File: config.mk
export PLATFORM = sky130hd
export DESIGN_NAME = grouped_window_average_alarm
export DESIGN_NICKNAME = d
export VERILOG_FILES = /design/src/hw/rtl/gwaa_pkg.sv /design/src/hw/rtl/gwaa_ring_mem.sv /design/src/hw/rtl/gwaa_track.sv /design/src/hw/rtl/gwaa_judge.sv /design/src/hw/rtl/grouped_window_average_alarm.sv
export VERILOG_INCLUDE_DIRS = /design/src /design/src/hw/rtl
export SDC_FILE = /design/constraint.sdc
export NUM_CORES = 2
export LEC_CHECK = 0
export BUFFER_PORTS_ARGS = -buffer_cell sky130_fd_sc_hd__buf_4
export CAP_MARGIN = 20
export CORE_UTILIZATION = 55
export CTS_CLUSTER_DIAMETER = 40
export CTS_CLUSTER_SIZE = 10
export DETAILED_ROUTE_END_ITERATION = 12
export HOLD_SLACK_MARGIN = 0.15
export PLACE_DENSITY = 0.72
export SYNTH_ARGS = -nofsm -noshare
export SYNTH_HDL_FRONTEND = slang
export SYNTH_HIERARCHICAL = 1
export SYNTH_SLANG_ARGS = --single-unit
File: constraint.sdc
create_clock -name aclk -period 17.77 [get_ports aclk]
set_input_delay 1.777 -clock aclk [delete_from_list [all_inputs] [get_ports aclk]]
set_output_delay 1.777 -clock aclk [all_outputs]
set_load 0.02 [all_outputs]
File: src/hw/rtl/grouped_window_average_alarm_macros.svh
// ============================================================================
// grouped_window_average_alarm assertion macros
// concurrent assertion wrappers, empty when SYNTHESIS is defined
// ============================================================================
`ifndef GROUPED_WINDOW_AVERAGE_ALARM_MACROS_SVH
`define GROUPED_WINDOW_AVERAGE_ALARM_MACROS_SVH

`ifndef SYNTHESIS

`define GWAA_ASSERT_PROP(lbl, clk, rst_n, prop) \
    lbl: assert property (@(posedge clk) disable iff (!rst_n) prop) \
        else $error("gwaa assertion failed");

`define GWAA_ASSERT_NEVER(lbl, clk, rst_n, expr) \
    lbl: assert property (@(posedge clk) disable iff (!rst_n) !(expr)) \
        else $error("gwaa forbidden condition seen");

`else

`define GWAA_ASSERT_PROP(lbl, clk, rst_n, prop)

`define GWAA_ASSERT_NEVER(lbl, clk, rst_n, expr)

`endif

`endif

File: src/hw/rtl/gwaa_pkg.sv
// ============================================================================
// gwaa_pkg
// shared widths, register indexes and the stage-to-stage operation type
// ============================================================================
package gwaa_pkg;

    localparam int DISK_W  = 16;
    localparam int TIME_W  = 32;
    localparam int LABEL_W = 2;
    localparam int PRED_W  = 16;
    localparam int TALLY_W = 16;
    localparam int WLEN_W  = 7;
    localparam int THR_W   = 16;
    localparam int APB_DW  = 32;
    localparam int APB_AW  = 3;

    localparam logic [LABEL_W-1:0] LABEL_HEALTHY = 2'b00;
    localparam logic [LABEL_W-1:0] LABEL_FAILING = 2'b01;

    localparam logic [TALLY_W-1:0] TALLY_MAX = {TALLY_W{1'b1}};

    typedef enum logic {
        REG_WINDOW_LEN = 1'b0,
        REG_THRESHOLD  = 1'b1
    } gwaa_reg_t;

    // one accepted transaction as seen by the evaluation stage
    typedef struct packed {
        logic               close_prev;
        logic               start;
        logic               has_sample;
        logic               closes;
        logic               eval;
        logic               zero_base;
        logic               close_counted;
        logic [DISK_W-1:0]  disk;
        logic [LABEL_W-1:0] label;
        logic [TIME_W-1:0]  stamp;
    } gwaa_op_t;

    function automatic logic [TALLY_W-1:0] sat_inc(input logic [TALLY_W-1:0] v);
        return (v == TALLY_MAX) ? v : v + TALLY_W'(1);
    endfunction

endpackage

File: src/hw/rtl/gwaa_ring_mem.sv
// ============================================================================
// gwaa_ring_mem
// prefix-sum ring, one write and one registered read port, read-first
// ============================================================================
module gwaa_ring_mem #(
    parameter int DEPTH  = 64,
    parameter int ADDR_W = 6,
    parameter int DATA_W = 22
) (
    input  logic              aclk,
    input  logic              wr_en,
    input  logic [ADDR_W-1:0] wr_addr,
    input  logic [DATA_W-1:0] wr_data,
    input  logic              rd_en,
    input  logic [ADDR_W-1:0] rd_addr,
    output logic [DATA_W-1:0] rd_data
);

    logic [DATA_W-1:0] mem [DEPTH];
    logic [DATA_W-1:0] rd_data_reg;

    always_ff @(posedge aclk) begin
        if (rd_en) begin
            rd_data_reg <= mem[rd_addr];
        end
        if (wr_en) begin
            mem[wr_addr] <= wr_data;
        end
    end

    assign rd_data = rd_data_reg;

endmodule

File: src/hw/rtl/gwaa_track.sv
// ============================================================================
// gwaa_track
// group tracking, ring pointer and fill count, prefix sum and ring access
// ============================================================================
module gwaa_track import gwaa_pkg::*; #(
    parameter int MAX_WINDOW = 64,
    parameter int PTR_W      = 6,
    parameter int CNT_W      = 7,
    parameter int SUM_W      = 22
) (
    input  logic               aclk,
    input  logic               aresetn,
    input  logic               accept,
    input  logic               stall,
    input  logic [DISK_W-1:0]  disk_id,
    input  logic [TIME_W-1:0]  sample_time,
    input  logic [LABEL_W-1:0] label_class,
    input  logic [PRED_W-1:0]  prediction,
    input  logic               end_of_data,
    input  logic [CNT_W-1:0]   eff_w,
    output logic               mem_wr_en,
    output logic [PTR_W-1:0]   mem_wr_addr,
    output logic [SUM_W-1:0]   mem_wr_data,
    output logic               mem_rd_en,
    output logic [PTR_W-1:0]   mem_rd_addr,
    output logic               op_valid,
    output gwaa_op_t           op,
    output logic [SUM_W-1:0]   prefix
);

    logic              active_reg;
    logic [DISK_W-1:0] disk_reg;
    logic [PTR_W-1:0]  ptr_reg;
    logic [CNT_W-1:0]  cnt_reg;
    logic [SUM_W-1:0]  pre_reg;
    logic              op_valid_reg;
    gwaa_op_t          op_reg;
    logic [SUM_W-1:0]  pn_reg;

    logic              close_prev;
    logic              fresh;
    logic              keep;
    logic [PTR_W-1:0]  base_ptr;
    logic [CNT_W-1:0]  base_cnt;
    logic [SUM_W-1:0]  base_pre;
    logic signed [SUM_W-1:0] pred_ext;
    logic [SUM_W-1:0]  pn;
    logic [CNT_W-1:0]  cnt_next;
    logic [PTR_W-1:0]  ptr_next;
    logic [CNT_W:0]    back;
    logic [CNT_W:0]    back_wrap;
    gwaa_op_t          op_next;

    always_comb begin
        close_prev = active_reg && (disk_id != disk_reg);
        fresh      = !active_reg || close_prev;
        keep       = !(close_prev && end_of_data);
        base_ptr   = fresh ? '0 : ptr_reg;
        base_cnt   = fresh ? '0 : cnt_reg;
        base_pre   = fresh ? '0 : pre_reg;
        pred_ext   = SUM_W'($signed(prediction));
        pn         = base_pre + SUM_W'(pred_ext);
        cnt_next   = (base_cnt == CNT_W'(MAX_WINDOW + 1)) ? base_cnt : base_cnt + CNT_W'(1);
        ptr_next   = (base_ptr == PTR_W'(MAX_WINDOW - 1)) ? '0 : base_ptr + PTR_W'(1);
        back       = (CNT_W+1)'(base_ptr) + (CNT_W+1)'(MAX_WINDOW) - (CNT_W+1)'(eff_w);
        back_wrap  = (back >= (CNT_W+1)'(MAX_WINDOW)) ? back - (CNT_W+1)'(MAX_WINDOW) : back;

        op_next.close_prev    = close_prev;
        op_next.start         = fresh && keep;
        op_next.has_sample    = keep;
        op_next.closes        = keep && end_of_data;
        op_next.eval          = keep && (cnt_next >= eff_w);
        op_next.zero_base     = (cnt_next == eff_w);
        op_next.close_counted = close_prev ? (cnt_reg >= eff_w) : (cnt_next >= eff_w);
        op_next.disk          = disk_id;
        op_next.label         = label_class;
        op_next.stamp         = sample_time;
    end

    assign mem_wr_en   = accept && keep;
    assign mem_wr_addr = base_ptr;
    assign mem_wr_data = pn;
    assign mem_rd_en   = accept && keep;
    assign mem_rd_addr = PTR_W'(back_wrap);

    always_ff @(posedge aclk) begin
        if (!aresetn) begin
            active_reg   <= 1'b0;
            op_valid_reg <= 1'b0;
        end else begin
            if (accept) begin
                active_reg <= keep && !end_of_data;
            end
            if (!stall) begin
                op_valid_reg <= accept;
            end
        end
    end

    always_ff @(posedge aclk) begin
        if (accept && keep) begin
            disk_reg <= disk_id;
            ptr_reg  <= ptr_next;
            cnt_reg  <= cnt_next;
            pre_reg  <= pn;
        end
        if (!stall) begin
            op_reg <= op_next;
            pn_reg <= pn;
        end
    end

    assign op_valid = op_valid_reg;
    assign op       = op_reg;
    assign prefix   = pn_reg;

endmodule

File: src/hw/rtl/gwaa_judge.sv
// ============================================================================
// gwaa_judge
// window compare, alarm and decision time, tallies and the record register
// ============================================================================
module gwaa_judge import gwaa_pkg::*; #(
    parameter int SUM_W = 22
) (
    input  logic               aclk,
    input  logic               aresetn,
    input  logic               op_valid,
    input  gwaa_op_t           op,
    input  logic [SUM_W-1:0]   prefix,
    input  logic [SUM_W-1:0]   base,
    input  logic [SUM_W-1:0]   thr_w,
    input  logic               m_ready,
    output logic               stall,
    output logic               m_valid,
    output logic [DISK_W-1:0]  m_closed_disk,
    output logic               m_counted,
    output logic               m_alarmed,
    output logic [LABEL_W-1:0] m_disk_label,
    output logic [TIME_W-1:0]  m_decision_time,
    output logic [TALLY_W-1:0] m_true_pos,
    output logic [TALLY_W-1:0] m_false_pos,
    output logic [TALLY_W-1:0] m_total_pos,
    output logic [TALLY_W-1:0] m_total_neg
);

    logic               alarm_reg;
    logic [DISK_W-1:0]  disk_reg;
    logic [LABEL_W-1:0] label_reg;
    logic [TIME_W-1:0]  held_reg;
    logic [TALLY_W-1:0] tp_reg;
    logic [TALLY_W-1:0] fp_reg;
    logic [TALLY_W-1:0] pos_reg;
    logic [TALLY_W-1:0] neg_reg;
    logic               m_valid_reg;
    logic [DISK_W-1:0]  disk_out_reg;
    logic               counted_out_reg;
    logic               alarm_out_reg;
    logic [LABEL_W-1:0] label_out_reg;
    logic [TIME_W-1:0]  time_out_reg;

    logic               emit;
    logic               proceed;
    logic [DISK_W-1:0]  disk_c;
    logic [LABEL_W-1:0] label_c;
    logic               alarm_c;
    logic [TIME_W-1:0]  held_c;
    logic [SUM_W-1:0]   win_sum;
    logic               hit;
    logic               eval_now;
    logic               alarm_n;
    logic [TIME_W-1:0]  held_n;
    logic [DISK_W-1:0]  rec_disk;
    logic [LABEL_W-1:0] rec_label;
    logic               rec_alarm;
    logic [TIME_W-1:0]  rec_held;
    logic               rec_counted;
    logic [TALLY_W-1:0] tp_next;
    logic [TALLY_W-1:0] fp_next;
    logic [TALLY_W-1:0] pos_next;
    logic [TALLY_W-1:0] neg_next;

    assign emit    = op.close_prev || op.closes;
    assign stall   = op_valid && emit && m_valid_reg && !m_ready;
    assign proceed = op_valid && !stall;

    always_comb begin
        disk_c   = op.start ? op.disk  : disk_reg;
        label_c  = op.start ? op.label : label_reg;
        alarm_c  = op.start ? 1'b0     : alarm_reg;
        held_c   = op.start ? '0       : held_reg;
        win_sum  = prefix - (op.zero_base ? '0 : base);
        hit      = $signed(win_sum) > $signed(thr_w);
        eval_now = op.has_sample && op.eval && !alarm_c;
        alarm_n  = alarm_c || (eval_now && hit);
        held_n   = eval_now ? op.stamp : held_c;

        // record of the group left behind, or of the group the end flag closes
        if (op.close_prev) begin
            rec_disk    = disk_reg;
            rec_label   = label_reg;
            rec_alarm   = alarm_reg;
            rec_held    = held_reg;
            rec_counted = op.close_counted || alarm_reg;
        end else begin
            rec_disk    = disk_c;
            rec_label   = label_c;
            rec_alarm   = alarm_n;
            rec_held    = held_n;
            rec_counted = op.close_counted || alarm_n;
        end

        tp_next  = tp_reg;
        fp_next  = fp_reg;
        pos_next = pos_reg;
        neg_next = neg_reg;
        if (rec_counted && (rec_label == LABEL_HEALTHY)) begin
            neg_next = sat_inc(neg_reg);
            if (rec_alarm) begin
                fp_next = sat_inc(fp_reg);
            end
        end else if (rec_counted && (rec_label == LABEL_FAILING)) begin
            pos_next = sat_inc(pos_reg);
            if (rec_alarm) begin
                tp_next = sat_inc(tp_reg);
            end
        end
    end

    always_ff @(posedge aclk) begin
        if (!aresetn) begin
            alarm_reg   <= 1'b0;
            tp_reg      <= '0;
            fp_reg      <= '0;
            pos_reg     <= '0;
            neg_reg     <= '0;
            m_valid_reg <= 1'b0;
        end else begin
            if (proceed && op.has_sample) begin
                alarm_reg <= alarm_n;
            end
            if (proceed && emit) begin
                tp_reg      <= tp_next;
                fp_reg      <= fp_next;
                pos_reg     <= pos_next;
                neg_reg     <= neg_next;
                m_valid_reg <= 1'b1;
            end else if (m_ready) begin
                m_valid_reg <= 1'b0;
            end
        end
    end

    always_ff @(posedge aclk) begin
        if (proceed && op.has_sample) begin
            disk_reg  <= disk_c;
            label_reg <= label_c;
            held_reg  <= held_n;
        end
        if (proceed && emit) begin
            disk_out_reg    <= rec_disk;
            counted_out_reg <= rec_counted;
            alarm_out_reg   <= rec_counted && rec_alarm;
            label_out_reg   <= rec_label;
            time_out_reg    <= rec_counted ? rec_held : '0;
        end
    end

    assign m_valid         = m_valid_reg;
    assign m_closed_disk   = disk_out_reg;
    assign m_counted       = counted_out_reg;
    assign m_alarmed       = alarm_out_reg;
    assign m_disk_label    = label_out_reg;
    assign m_decision_time = time_out_reg;
    assign m_true_pos      = tp_reg;
    assign m_false_pos     = fp_reg;
    assign m_total_pos     = pos_reg;
    assign m_total_neg     = neg_reg;

endmodule

File: src/hw/rtl/grouped_window_average_alarm.sv
// ============================================================================
// grouped_window_average_alarm
// per-disk moving-window mean threshold alarm with saturating outcome tallies
// ============================================================================
// Takes one sample per clock cycle while s_ready is high. Each sample writes
// a running prefix sum into a MAX_WINDOW-entry ring memory and, in the same
// cycle, reads the prefix from window_len samples back; the next cycle
// subtracts the two and compares against alarm_threshold times the clamped
// window_len, so the window mean costs one memory write and one memory read
// per sample whatever the window length. A closed group's record passes the
// gwaa_track op register, then the gwaa_judge record register; a stall can
// hold it in the first. Input ready drops only while a record is about to
// be produced and the previous record still waits on m_ready. Configuration
// takes effect for samples accepted from the cycle after the write.
// ============================================================================
`include "grouped_window_average_alarm_macros.svh"

module grouped_window_average_alarm import gwaa_pkg::*; #(
    parameter int MAX_WINDOW = 64
) (
    input  logic               aclk,
    input  logic               aresetn,

    input  logic               psel,
    input  logic               penable,
    input  logic               pwrite,
    input  logic [APB_AW-1:0]  paddr,
    input  logic [APB_DW-1:0]  pwdata,
    output logic [APB_DW-1:0]  prdata,
    output logic               pready,

    input  logic               s_valid,
    output logic               s_ready,
    input  logic [DISK_W-1:0]  s_disk_id,
    input  logic [TIME_W-1:0]  s_sample_time,
    input  logic [LABEL_W-1:0] s_label_class,
    input  logic [PRED_W-1:0]  s_prediction,
    input  logic               s_end_of_data,

    output logic               m_valid,
    input  logic               m_ready,
    output logic [DISK_W-1:0]  m_closed_disk,
    output logic               m_counted,
    output logic               m_alarmed,
    output logic [LABEL_W-1:0] m_disk_label,
    output logic [TIME_W-1:0]  m_decision_time,
    output logic [TALLY_W-1:0] m_true_pos,
    output logic [TALLY_W-1:0] m_false_pos,
    output logic [TALLY_W-1:0] m_total_pos,
    output logic [TALLY_W-1:0] m_total_neg
);

    localparam int PTR_W = (MAX_WINDOW > 1) ? $clog2(MAX_WINDOW) : 1;
    localparam int CNT_W = $clog2(MAX_WINDOW + 2);
    localparam int SUM_W = PRED_W + $clog2(MAX_WINDOW);
    localparam int CMP_W = (CNT_W > WLEN_W) ? CNT_W : WLEN_W;

    logic [WLEN_W-1:0] window_len_reg;
    logic [THR_W-1:0]  alarm_threshold_reg;
    logic [SUM_W-1:0]  thr_w_reg;
    logic [SUM_W-1:0]  thr_w_next;

    logic              cfg_wr;
    gwaa_reg_t         reg_sel;
    logic [CMP_W-1:0]  wl_ext;
    logic [CNT_W-1:0]  eff_w;
    logic signed [THR_W+CNT_W:0] thr_prod;

    logic              accept;
    logic              stall;
    logic              mem_wr_en;
    logic [PTR_W-1:0]  mem_wr_addr;
    logic [SUM_W-1:0]  mem_wr_data;
    logic              mem_rd_en;
    logic [PTR_W-1:0]  mem_rd_addr;
    logic [SUM_W-1:0]  mem_rd_data;
    logic              op_valid;
    gwaa_op_t          op;
    logic [SUM_W-1:0]  prefix;

    // configuration port
    assign pready  = 1'b1;
    assign cfg_wr  = psel && penable && pwrite && pready;
    assign reg_sel = gwaa_reg_t'(paddr[2]);

    always_comb begin
        unique case (reg_sel)
            REG_WINDOW_LEN: prdata = APB_DW'(window_len_reg);
            REG_THRESHOLD:  prdata = APB_DW'(alarm_threshold_reg);
            default:        prdata = '0;
        endcase
    end

    // window length clamped to 1..MAX_WINDOW
    always_comb begin
        wl_ext = CMP_W'(window_len_reg);
        if (wl_ext == '0) begin
            eff_w = CNT_W'(1);
        end else if (wl_ext > CMP_W'(MAX_WINDOW)) begin
            eff_w = CNT_W'(MAX_WINDOW);
        end else begin
            eff_w = CNT_W'(wl_ext);
        end
    end

    assign thr_prod   = $signed(alarm_threshold_reg) * $signed({1'b0, eff_w});
    assign thr_w_next = SUM_W'(thr_prod);

    always_ff @(posedge aclk) begin
        if (!aresetn) begin
            window_len_reg      <= WLEN_W'(1);
            alarm_threshold_reg <= '0;
            thr_w_reg           <= '0;
        end else begin
            thr_w_reg <= thr_w_next;
            if (cfg_wr && (reg_sel == REG_WINDOW_LEN)) begin
                window_len_reg <= pwdata[WLEN_W-1:0];
            end
            if (cfg_wr && (reg_sel == REG_THRESHOLD)) begin
                alarm_threshold_reg <= pwdata[THR_W-1:0];
            end
        end
    end

    assign s_ready = !stall;
    assign accept  = s_valid && s_ready;

    gwaa_track #(
        .MAX_WINDOW (MAX_WINDOW),
        .PTR_W      (PTR_W),
        .CNT_W      (CNT_W),
        .SUM_W      (SUM_W)
    ) u_track (
        .aclk        (aclk),
        .aresetn     (aresetn),
        .accept      (accept),
        .stall       (stall),
        .disk_id     (s_disk_id),
        .sample_time (s_sample_time),
        .label_class (s_label_class),
        .prediction  (s_prediction),
        .end_of_data (s_end_of_data),
        .eff_w       (eff_w),
        .mem_wr_en   (mem_wr_en),
        .mem_wr_addr (mem_wr_addr),
        .mem_wr_data (mem_wr_data),
        .mem_rd_en   (mem_rd_en),
        .mem_rd_addr (mem_rd_addr),
        .op_valid    (op_valid),
        .op          (op),
        .prefix      (prefix)
    );

    gwaa_ring_mem #(
        .DEPTH  (MAX_WINDOW),
        .ADDR_W (PTR_W),
        .DATA_W (SUM_W)
    ) u_ring (
        .aclk    (aclk),
        .wr_en   (mem_wr_en),
        .wr_addr (mem_wr_addr),
        .wr_data (mem_wr_data),
        .rd_en   (mem_rd_en),
        .rd_addr (mem_rd_addr),
        .rd_data (mem_rd_data)
    );

    gwaa_judge #(
        .SUM_W (SUM_W)
    ) u_judge (
        .aclk            (aclk),
        .aresetn         (aresetn),
        .op_valid        (op_valid),
        .op              (op),
        .prefix          (prefix),
        .base            (mem_rd_data),
        .thr_w           (thr_w_reg),
        .m_ready         (m_ready),
        .stall           (stall),
        .m_valid         (m_valid),
        .m_closed_disk   (m_closed_disk),
        .m_counted       (m_counted),
        .m_alarmed       (m_alarmed),
        .m_disk_label    (m_disk_label),
        .m_decision_time (m_decision_time),
        .m_true_pos      (m_true_pos),
        .m_false_pos     (m_false_pos),
        .m_total_pos     (m_total_pos),
        .m_total_neg     (m_total_neg)
    );

    `GWAA_ASSERT_PROP(a_ready_low_only_when_blocked, aclk, aresetn, !s_ready |-> (m_valid && !m_ready))
    `GWAA_ASSERT_NEVER(a_alarm_without_count, aclk, aresetn, m_valid && m_alarmed && !m_counted)
    `GWAA_ASSERT_NEVER(a_uncounted_time_nonzero, aclk, aresetn, m_valid && !m_counted && (m_decision_time != '0))
    `GWAA_ASSERT_NEVER(a_true_pos_exceeds_total, aclk, aresetn, m_true_pos > m_total_pos)

endmodule
==> reports/metrics.yaml <==
sta:
  fin_ws_ns: 9.44
  final_min_period_over_clock_period_pct: 46.9
  fmax_ghz: 0.120
  timing.hold.ws_ns: 0.480
  totalNegativeSetupSlack_ns: 0
  setup_viol: 0
  rsz_0062_raised_after_global_routing: "no"
  clk_skew_ns: 0.0728
  layout_min_cycle_time_ns: 8.33
  worst_pin_slew_ns: 1.13
  finalMaxSlewViolations: 0
  maxSlewHeadroom_pct: 24.0
  timing.final.hold_violations: 0
floorplanning:
  fp.coreArea_um2: 137000
  io-pin-count: 260
  num_rows: 136
  initial_util_pct: 55.3
  fp.dieW_um: 374
  die_h_um: 374
  design.die.area_um2: 140000
finish:
  seqCellArea_um2: 52200
  largest_reg_flops: 1408
  multi_input_gate_area_in_the_final_layout_um2: 22600
  fin_cells: 6719
  layout-drive-gt1-share_pct: 24.7
  fillers: 9370
  num-nets-final: 5127
  fin_area_um2: 87500
  final_common_cell: "sky130_fd_sc_hd__edfxtp_1"
  areaGrowthSynthToFinish_pct: 15.1
  most-common-layout-cells: "sky130_fd_sc_hd__edfxtp_1 (1662), sky130_fd_sc_hd__mux4_2 (352), sky130_fd_sc_hd__buf_4 (332)"
  final_util_pct: 63.7
outcome:
  status: "finished, final reports clean"
synth:
  yosys_warnings: 6
  ys_types: 88
  synth_edf_count: 1662
  syn_area_per_cell_um2: 17.1
  mappedNetlistArea_um2: 76000
  synth_sequential_area_ratio_pct: 68.7
  synthArstFlopShare_pct: 0
  yosys_register_bits: 1775
  postSynth.topFlopCell: "sky130_fd_sc_hd__edfxtp_1"
  synth_cells: 4439
drt:
  post_drt_via_cell_ratio: 6.22
  routed-via-count: 41800
  final_antenna_net_count: 0
  wire_per_inst_um: 26.6
  wl_um: 179000
  drt_first_iter_violations: 4015
  drt_pass1_iterations: 7
  post-route-drc-count: 0
placement:
  io_buffers: 224
  gpl.final_weighted_congestion: 0.852
  detailedPlacementHpwl_um: 104000
  area_of_placed_instances_um2: 80300
  detailedPlace.worstSlack_ns: 8.70
  place.detailed.instances: 6359
worst_setup_path:
  cp_data_arrival_time_ns: 8.88
  crit_path_start_kind: "input port"
  worst-r2r-setup-slack_ns: 10.07
  worstSetupPathType: "input port to flop"
  critical_path.endpoint_type: "flop"
  required_ns: 18.32
  highest_fanout_seen_on_the_critical_path: 59
flow_run:
  drv.max_cap_violation_count: 0
clock_tree:
  cts_setup_buffers: 0
  clock_tree.buffer_depth: 3
  cts-resized-gates: 0
  tritoncts.num_buffers: 228
  clkSinkCount: 1775
  htreeDepth: 4
  ctsHoldBuffers: 0
  cts.root.buffer_cell: "sky130_fd_sc_hd__clkbuf_16"
  tritoncts: "done"
  clock_latency_ns: 0.85
  path_clk_slew_ns: 0.05
grt:
  grt.overflow.total: 0
  grt.total_usage_pct: 25.7
  antenna_violations_before_repair: 6
  first_global_vias: 41900
  pin_count_of_the_biggest_net_entering_global_routing: 115
  grt_first_pass_wirelength_um: 267000
pwr:
  vdd_ir_drop_max_mv: 0.127
  design_power_total_mw: 9.48
  pwr_density_cell_nw_per_um2: 108
  p_leak_nw: 30.9
hold_path:
  hp-class: "flop to flop"
-- where the power goes --
| group | internal [mW] | switching, mW |
|---|---|---|
| combinational | 0.201 | 0.347 |
| sequential | 4.63 | 0.0222 |
| clock | 2.59 | 1.69 |
| total | 7.42 | 2.06 |
-- synthesized netlist by cell type (58+ instances only) --
cell	count	area share, %
sky130_fd_sc_hd__a21oi_1	169	1.1
sky130_fd_sc_hd__nor2_1	152	0.75
sky130_fd_sc_hd__and2_1	138	1.1
sky130_fd_sc_hd__nand2b_1	60	0.49
sky130_fd_sc_hd__clkbuf_1	106	0.52
sky130_fd_sc_hd__ha_1	134	2.2
sky130_fd_sc_hd__dfxtp_1	113	3.0
sky130_fd_sc_hd__nand2_1	251	1.2
sky130_fd_sc_hd__inv_1	195	0.96
sky130_fd_sc_hd__o21ai_0	58	0.38
sky130_fd_sc_hd__fa_1	84	2.2
sky130_fd_sc_hd__xnor2_1	59	0.68
sky130_fd_sc_hd__nor2b_1	67	0.55
sky130_fd_sc_hd__edfxtp_1	1662	66
sky130_fd_sc_hd__mux4_2	352	10
sky130_fd_sc_hd__mux2i_1	96	1.3
sky130_fd_sc_hd__mux2_2	86	1.3
sky130_fd_sc_hd__nand3_1	88	0.58
-- final timing paths --
path / depth (start not counted) / endpoint / startpoint
setup / recovery: 17 / u_ring/rd_data[21] / s_disk_id[13]
hold / removal: 2 / window_len_reg[2] / window_len_reg[2]
setup reg to reg: 16 / u_ring/rd_data[21] / u_track/disk_reg[13]
hold reg to reg: 2 / window_len_reg[2] / window_len_reg[2]
-- metal layers --
metal  GRT usage, %  vias up  part of all wire (%)
li1               -    17900                     -
met1           35.2    21600                    40
met2           41.7     1957                    49
met3           4.48      334                   8.1
met4           9.41        2                   3.3
met5              0        -                0.0073
-- final cells by class --
type / count / area share, %
clock buffers: 264 / 6.84
repair buffers: 338 / 2.99
clock inverters: 83 / 1.20
flip-flops and latches: 1775 / 59.6
well taps: 1794 / 2.57
diodes: 8 / 0.0229
multi-input cells: 2260 / 25.9
inverters: 197 / 0.864
-- cells by family after synthesis --
group / after synthesis / synth area share (%)
other: 2 / 0.00988
adders and majority gates: 218 / 4.42
AOI/OAI and AO/OA: 486 / 4.31
buffers and inverters: 419 / 2.44
xor gates and xnor gates: 101 / 1.16
and+or+nand+nor: 904 / 6.03
DFF: 1775 / 68.7
muxes: 534 / 13.0
-- worst max-delay path, stage by stage --
cell and delay, ns:
sky130_fd_sc_hd__buf_4 0.12, sky130_fd_sc_hd__xor2_1 0.13, sky130_fd_sc_hd__nor4_1 0.51, sky130_fd_sc_hd__nand4_1 0.72
sky130_fd_sc_hd__nor2_4 0.28, sky130_fd_sc_hd__buf_4 0.39, sky130_fd_sc_hd__and2_1 0.53, sky130_fd_sc_hd__ha_1 0.38
sky130_fd_sc_hd__xnor2_2 0.17, sky130_fd_sc_hd__buf_4 0.77, sky130_fd_sc_hd__buf_4 0.67, sky130_fd_sc_hd__buf_4 0.84
sky130_fd_sc_hd__mux4_2 0.38, sky130_fd_sc_hd__a22oi_1 0.13, sky130_fd_sc_hd__nand3_1 0.15, sky130_fd_sc_hd__nand2_1 0.23
sky130_fd_sc_hd__a211oi_1 0.56
Note: power is estimated with default switching activity, not from simulation.
